==> config.mk <==
export PLATFORM = sky130hd
export DESIGN_NAME = ftt_ctrl
export DESIGN_NICKNAME = d
export VERILOG_FILES = /design/src/design/ftt_pkg.sv /design/src/design/ftt_ctrl.sv
export SDC_FILE = /design/constraint.sdc
export NUM_CORES = 1
export LEC_CHECK = 0
export BUFFER_PORTS_ARGS = -buffer_cell sky130_fd_sc_hd__buf_4
export CORE_AREA = 2 2 39 41
export CTS_CLUSTER_DIAMETER = 100
export DETAILED_ROUTE_END_ITERATION = 12
export DIE_AREA = 0 0 41 43
export GPL_TIMING_DRIVEN = 0
export HOLD_SLACK_MARGIN = 0.02
export PLACE_DENSITY = 0.66
export SYNTH_ARGS = -nofsm -noshare
export SYNTH_HDL_FRONTEND = slang
export SYNTH_SLANG_ARGS = --single-unit
==> constraint.sdc <==
create_clock -name clk -period 1.25 [get_ports clk]
set_input_delay 0.0625 -clock clk [delete_from_list [all_inputs] [get_ports clk]]
set_output_delay 0.0625 -clock clk [all_outputs]
set_load 0.02 [all_outputs]
==> src/design/ftt_pkg.sv <==
// Shared types, constants and hash helpers for the flow table with ageing.
`default_nettype none
package ftt_pkg;

  localparam int FTT_BUCKETS = 1024;
  localparam int FTT_WAYS    = 4;
  localparam int TS_W        = 52;
  localparam int TTL_W       = 29;
  localparam int ADDR_W      = 64;
  localparam int PORT_W      = 16;
  localparam int PROTO_W     = 8;
  localparam int KIND_W      = 9;
  localparam int TOTAL_W     = 32;
  localparam int HASH_STEPS  = 6;

  localparam logic [TTL_W-1:0] TTL_RESET = 29'd1000000;

  localparam logic [1:0] L3_IPV4 = 2'd1;
  localparam logic [1:0] L3_IPV6 = 2'd2;
  localparam logic [PROTO_W-1:0] PROTO_TCP = 8'd6;
  localparam logic [PROTO_W-1:0] PROTO_UDP = 8'd17;

  typedef enum logic [1:0] {
    ST_IGNORED  = 2'd0,
    ST_HIT      = 2'd1,
    ST_INSERTED = 2'd2,
    ST_FULL     = 2'd3
  } status_t;

  typedef enum logic [3:0] {
    S_CLEAR,
    S_IDLE,
    S_EXP_Q,
    S_EXP_S,
    S_EXP_T,
    S_HASH_INIT,
    S_HASH,
    S_FIN1,
    S_FIN2,
    S_PR_RD,
    S_PR_CMP,
    S_DECIDE,
    S_DONE
  } state_t;

  typedef struct packed {
    logic               valid;
    logic [KIND_W-1:0]  kind;
    logic [TS_W-1:0]    stamp;
    logic [31:0]        port_pair;
    logic [ADDR_W-1:0]  src_high;
    logic [ADDR_W-1:0]  src_low;
    logic [ADDR_W-1:0]  dst_high;
    logic [ADDR_W-1:0]  dst_low;
  } slot_t;

  typedef struct packed {
    logic clear_step;
    logic capture;
    logic exp_read_slot;
    logic exp_remove;
    logic hash_init;
    logic hash_step;
    logic fin1;
    logic fin2;
    logic probe_check;
    logic decide;
    logic load_out;
  } dp_cmd_t;

  typedef struct packed {
    logic clear_last;
    logic live_zero;
    logic expire_due;
    logic eligible;
    logic hash_last;
    logic way_hit;
    logic way_last;
    logic out_free;
  } dp_stat_t;

  function automatic logic [31:0] swap32(input logic [31:0] v);
    return {v[7:0], v[15:8], v[23:16], v[31:24]};
  endfunction

  function automatic logic [31:0] addr_word(input logic v6, input logic [63:0] hi,
                                            input logic [63:0] lo);
    if (!v6) begin
      return swap32(lo[31:0]);
    end
    return swap32(hi[63:32]) + swap32(hi[31:0]) + swap32(lo[63:32]) + swap32(lo[31:0]);
  endfunction

  function automatic logic [31:0] mix(input logic [31:0] h, input logic [7:0] b);
    logic [31:0] t;
    t = h + {24'd0, b};
    t = t + (t << 10);
    return t ^ (t >> 6);
  endfunction

  function automatic logic [7:0] side_byte(input logic [31:0] a, input logic [15:0] p,
                                           input logic [2:0] step);
    logic [7:0] b;
    case (step)
      3'd0:    b = a[7:0];
      3'd1:    b = a[15:8];
      3'd2:    b = a[23:16];
      3'd3:    b = a[31:24];
      3'd4:    b = p[15:8];
      default: b = p[7:0];
    endcase
    return b;
  endfunction

endpackage
`default_nettype wire

==> src/design/ftt_ctrl.sv <==
// Controller state machine: sequences clearing, expiry, hashing, probing and insertion.
`default_nettype none
module ftt_ctrl
  import ftt_pkg::*;
(
  input  wire logic     clk,
  input  wire logic     rst,
  input  wire logic     in_valid,
  input  wire dp_stat_t stat,
  output dp_cmd_t       cmd,
  output logic          ready
);

  state_t state, state_next;

  always_ff @(posedge clk) begin
    if (rst) begin
      state <= S_CLEAR;
    end else begin
      state <= state_next;
    end
  end

  always_comb begin
    state_next = state;
    unique case (state)
      S_CLEAR:     if (stat.clear_last) state_next = S_IDLE;
      S_IDLE:      if (in_valid) state_next = S_EXP_Q;
      S_EXP_Q:     state_next = stat.live_zero ? S_HASH_INIT : S_EXP_S;
      S_EXP_S:     state_next = S_EXP_T;
      S_EXP_T:     state_next = stat.expire_due ? S_EXP_Q : S_HASH_INIT;
      S_HASH_INIT: state_next = stat.eligible ? S_HASH : S_DONE;
      S_HASH:      if (stat.hash_last) state_next = S_FIN1;
      S_FIN1:      state_next = S_FIN2;
      S_FIN2:      state_next = S_PR_RD;
      S_PR_RD:     state_next = S_PR_CMP;
      S_PR_CMP: begin
        if (stat.way_hit) begin
          state_next = S_DONE;
        end else if (stat.way_last) begin
          state_next = S_DECIDE;
        end else begin
          state_next = S_PR_RD;
        end
      end
      S_DECIDE:    state_next = S_DONE;
      S_DONE:      if (stat.out_free) state_next = S_IDLE;
      default:     state_next = S_CLEAR;
    endcase
  end

  always_comb begin
    cmd   = '0;
    ready = 1'b0;
    unique case (state)
      S_CLEAR:     cmd.clear_step = 1'b1;
      S_IDLE: begin
        ready       = 1'b1;
        cmd.capture = in_valid;
      end
      S_EXP_Q:     cmd = '0;
      S_EXP_S:     cmd.exp_read_slot = 1'b1;
      S_EXP_T:     cmd.exp_remove = stat.expire_due;
      S_HASH_INIT: cmd.hash_init = stat.eligible;
      S_HASH:      cmd.hash_step = 1'b1;
      S_FIN1:      cmd.fin1 = 1'b1;
      S_FIN2:      cmd.fin2 = 1'b1;
      S_PR_RD:     cmd = '0;
      S_PR_CMP:    cmd.probe_check = 1'b1;
      S_DECIDE:    cmd.decide = 1'b1;
      S_DONE:      cmd.load_out = stat.out_free;
      default:     cmd = '0;
    endcase
  end

endmodule
`default_nettype wire

# Word-level counts from Yosys, hierarchy flattened
# Index checks and enable logic that the tools add are counted.
# classes
n_eq_ne,16
n_mux,22
n_reduce_logical,2
# ops
op,count
$pmux W4 S13,1
$eq A4 B4 Y1 const B,5
$mux W4,5
$eq A4 B3 Y1 const B,4
$mux W1,12
$mux W3,3
$eq A4 B2 Y1 const B,2
$ne A2 B2 Y1 const B,4
$eq A4 B1 Y1 const B,1
$logic_not A4 Y1,1
$reduce_and A4 Y1,1
$mux W2,1
# totals
reg_bits,4
in_bits,11
out_inout_bits,12
elab_cells,41

# Logic depth before layout (Yosys ltp)
# logic_depth
word_depth,3
ltp_mapped,6
mapped_depth_nobuf,4

# Worst setup path before layout
# Ideal clock, no wire load.
# synth_timing
path_type,register -> register
from,register state[2]
to,register state[2]
arrival_ps,1734
required_time_ps,1135
path_slack_ps,-599
path_stages_with_launch,6
path_buffers,1
path_cell_list,dfxtp_1 > buf_2 > nor4_1 > a32oi_1 > o311a_1 > o21ba_1
# synth_via
elab_chain_len,3
word_cells_on_any_way,19
cone_classes,eq/ne: 16; mux: 1; reduce/logical: 2
# synth_lines
item,line_no,text
start: declaration,ftt_ctrl.sv:14,"state_t state, state_next;"
start signal: assignment,ftt_ctrl.sv:20,state <= state_next;
$eq A4 B3 Y1 (tied with other cells),ftt_ctrl.sv:26,unique case (state)
$ne A2 B2 Y1 (no line),n/a,
$reduce_and A4 Y1 (no line),n/a,
# Parallel ways exist; a longest one is shown, timed or not.
# A chain may end at the register's enable or synchronous reset.

# Worst setup path in the final report
# layout_timing
from,register state[0]
to,register state[2]
# The elaborated chain is that of the path after synthesis.

==> flow_summary.toml <==
[clock_network]
clockRootBuffer = "clkbuf_4"
htreeDepth = 1
clkTransAtPathRegs_ns = 0.04
clock_sinks = 4
cts_tree = "built"
clk_latency_ns = 0.23
cts_buffer_depth = 2
cts_buffers = 3

[global_route]
grt_max_degree = 11
grt_pass1_vias = 566
grt_use_total_pct = 21.39
grt_pass1_wl_um = 2622
grt-ovfl-total = 0
antenna_found_initial = 0

[route]
ant_nets = 0
met2WireLength_um = 988
vias = 687
wl_um = 1900
drt_iter0_drc = 19
drc = 0
dr.max_layer_used = "met3"
dr.pass1.iters = 4
wl_per_cell_um = 15.70
drt-met1-wl_um = 822
vias_per_cell = 5.678
dr_wl_met3_um = 89

[timing]
worst_hold_slack_ns = 0.1000
fmaxAchievable_mhz = 690.6
setup_viol = 15
hold_violations = 0
max_slew_margin_pct = 68.36
setup_ws_ns = -0.1980
min_period_ns = 1.448
finalMaxSlewViolations = 0
worstMarginPinSlew_ns = 0.4627
fin_skew_ns = 0.002027
timing.final.crit_share_pct = 115.8
rsz0062_at_grt = "true"

[final_layout]
largestRegisters = "state: 4 flops"
ff_latch_area_um2 = 90.09
area_delta_synth_final_pct = 125.6
final_layout_size_suffix_gt1_share_pct = 62.86
largest_register_ffs = 4
diodes = 0
regMostFlops = "state"
nNetsFinal = 118
multiInputGateArea_um2 = 491.7
fin_util_pct = 75.68
fillers = 104

[synthesis]
synth_cells = 67
synth_edf_count = 0
ys.flop_type = "dfxtp_1"
yosysMostFrequentCell = "nor2_1"
synthDistinctLibCells = 34
syn_nets = 78
ys_seq_area_share_pct = 17.25
ys_seq_elements = 4
synth_area_leaders = "dfxtp_1 17%, a21oi_1 6.5%, nand3b_1 6.5%"
synth_top_area_cell = "dfxtp_1"
async_flop_share_pct = 0
syn-cell-area_um2 = 464.2
yosys.area.top_type_share_pct = 17.25
synth.avg_cell_area_um2 = 6.928
ys_warn_count = 0
synth_common_cells = "8 x nor2_1, 6 x a21oi_1"

[worst_setup_path]
crit_fanout = 4
worst_r2r_endpoint = "state[2]"
end_kind = "flop"
r2r-start = "state[0]"
path_class = "reg -> reg"
start_kind = "flop"
arrival_ns = 1.61
reg2reg_slack_ns = -0.20
cp.required_ns = 1.42
r2r_cells = 5

[min_path]
hold_end = "state[1]"
min_from = "stat[3]"
holdPathStages = 3
hold_path.class = "in -> reg"

[placement]
numPortBuffers = 22
dp_hpwl_um = 1045
place_congestion = 0.7857

[floorplanning]
fp.dieH_um = 43
initial_core_util_pct = 33.54
core_area_um2 = 1384
fp-row-count = 14
die_x_um = 41
io_pins = 23
die-area_um2 = 1763

[status]
status = "finished, violations left"
violations = "negative setup slack"

[pwr]
power_leakage_nw = 0.4302
p_sw_mw = 0.6870
vdd.ir_drop.worst_uv = 928.1
p_seq_share_pct = 13.8
pwr-share-comb_pct = 76.9
internal_power_mw = 0.9500
pwr-share-clk_pct = 9.3
p_per_area_nw_per_um2 = 1563
swShare_pct = 41.97

[flow_run]
cap_violations = 0
==> power by group through the flow <==
stage | Combinational, mW | Sequential, mW | Clock (mW)
after floorplan | 0.556 | 0.191 | 0
after global placement | 0.752 | 0.202 | 0
after detailed placement | 0.752 | 0.204 | 0
after CTS | 0.991 | 0.226 | 0.164
after global routing | 1.33 | 0.228 | 0.165
final | 1.26 | 0.226 | 0.152
==> cells in the final DEF (no fill, tap or decap), types with 2 or more instances in the layout <==
| master | Yosys | layout |
|---|---|---|
| buf_4 | 0 | 23 |
| buf_6 | 0 | 11 |
| nor2_1 | 8 | 6 |
| a21oi_1 | 6 | 5 |
| buf_8 | 0 | 4 |
| nand3b_1 | 4 | 4 |
| nor3_4 | 0 | 3 |
| inv_1 | 3 | 3 |
| clkbuf_4 | 0 | 3 |
| or3b_4 | 0 | 2 |
| nand2_1 | 4 | 2 |
| nor4bb_1 | 2 | 2 |
| dfxtp_2 | 0 | 2 |
| dfxtp_4 | 0 | 2 |
==> stage by stage <==
step | power [mW] | instances | setup WS, ns | cell area (µm²) | TNS (ns)
after detailed placement | 0.9557 | 105 | -0.2173 | 718.2 | -0.9817
after CTS | 1.381 | 115 | -0.1817 | 920.9 | -1.180
final | 1.637 | 121 | -0.1980 | 1047 | -1.676
after global placement | 0.9544 | 105 | -0.2153 | 718.2 | -0.9740
after floorplan | 0.7474 | 67 | -0.1015 | 533.0 | -0.1212
after global routing | 1.722 | 121 | -0.2229 | 1047 | -2.351
==> worst max path at each step <==
stage	slack [ns]	cells past startpoint	from	endpoint
2_1_floorplan	-0.10	5	state[0]	state[2]
3_3_place_gp	-0.22	5	state[1]	state[2]
3_5_place_dp	-0.22	5	state[1]	state[2]
4_1_cts	-0.18	5	state[2]	cmd[2]
5_1_grt	-0.22	5	state[0]	state[2]
6_report	-0.20	5	state[0]	state[2]
==> timing repair <==
action / 4_1_cts / 5_1_grt
gates cloned: 1 / 1
setup buffers: 5 / 6
endpoints found under the setup margin: 15 / 15
hold endpoints to repair: 2 / 0
hold buffers: 1 / 0
gates resized for setup: 32 / 17
pin swaps: 8 / 13
==> final cells by class <==
class                   count  share of cell area [%]
multi-input cells          54                   46.95
repair buffers             36                   32.50
flip-flops and latches      4                   8.602
plain buffers               5                   6.810
clock buffers               3                   2.151
well taps                  16                   1.912
inverters                   3                   1.075
==> per-layer routing <==
layer	vias to the layer above	global-route usage, %
met3	0	4.188
met5	-	0
li1	328	-
met1	333	28.43
met2	26	32.50
met4	0	8.667
==> worst max-delay path, stage by stage, from the launching register on <==
cell and delay (ns):
dfxtp_2 0.33, buf_6 0.13, or3b_4 0.42, or2_1 0.22, a21oi_1 0.15, o21ba_1 0.14
==> logic make-up after synthesis <==
logic type / after synthesis / synth area share (%)
AO/OA/AOI/OAI: 19 / 29.11
AND/OR/NAND/NOR: 35 / 45.29
flip-flops: 4 / 17.25
buffers and inverters: 9 / 8.354
Power figures use the tool's default switching activity.
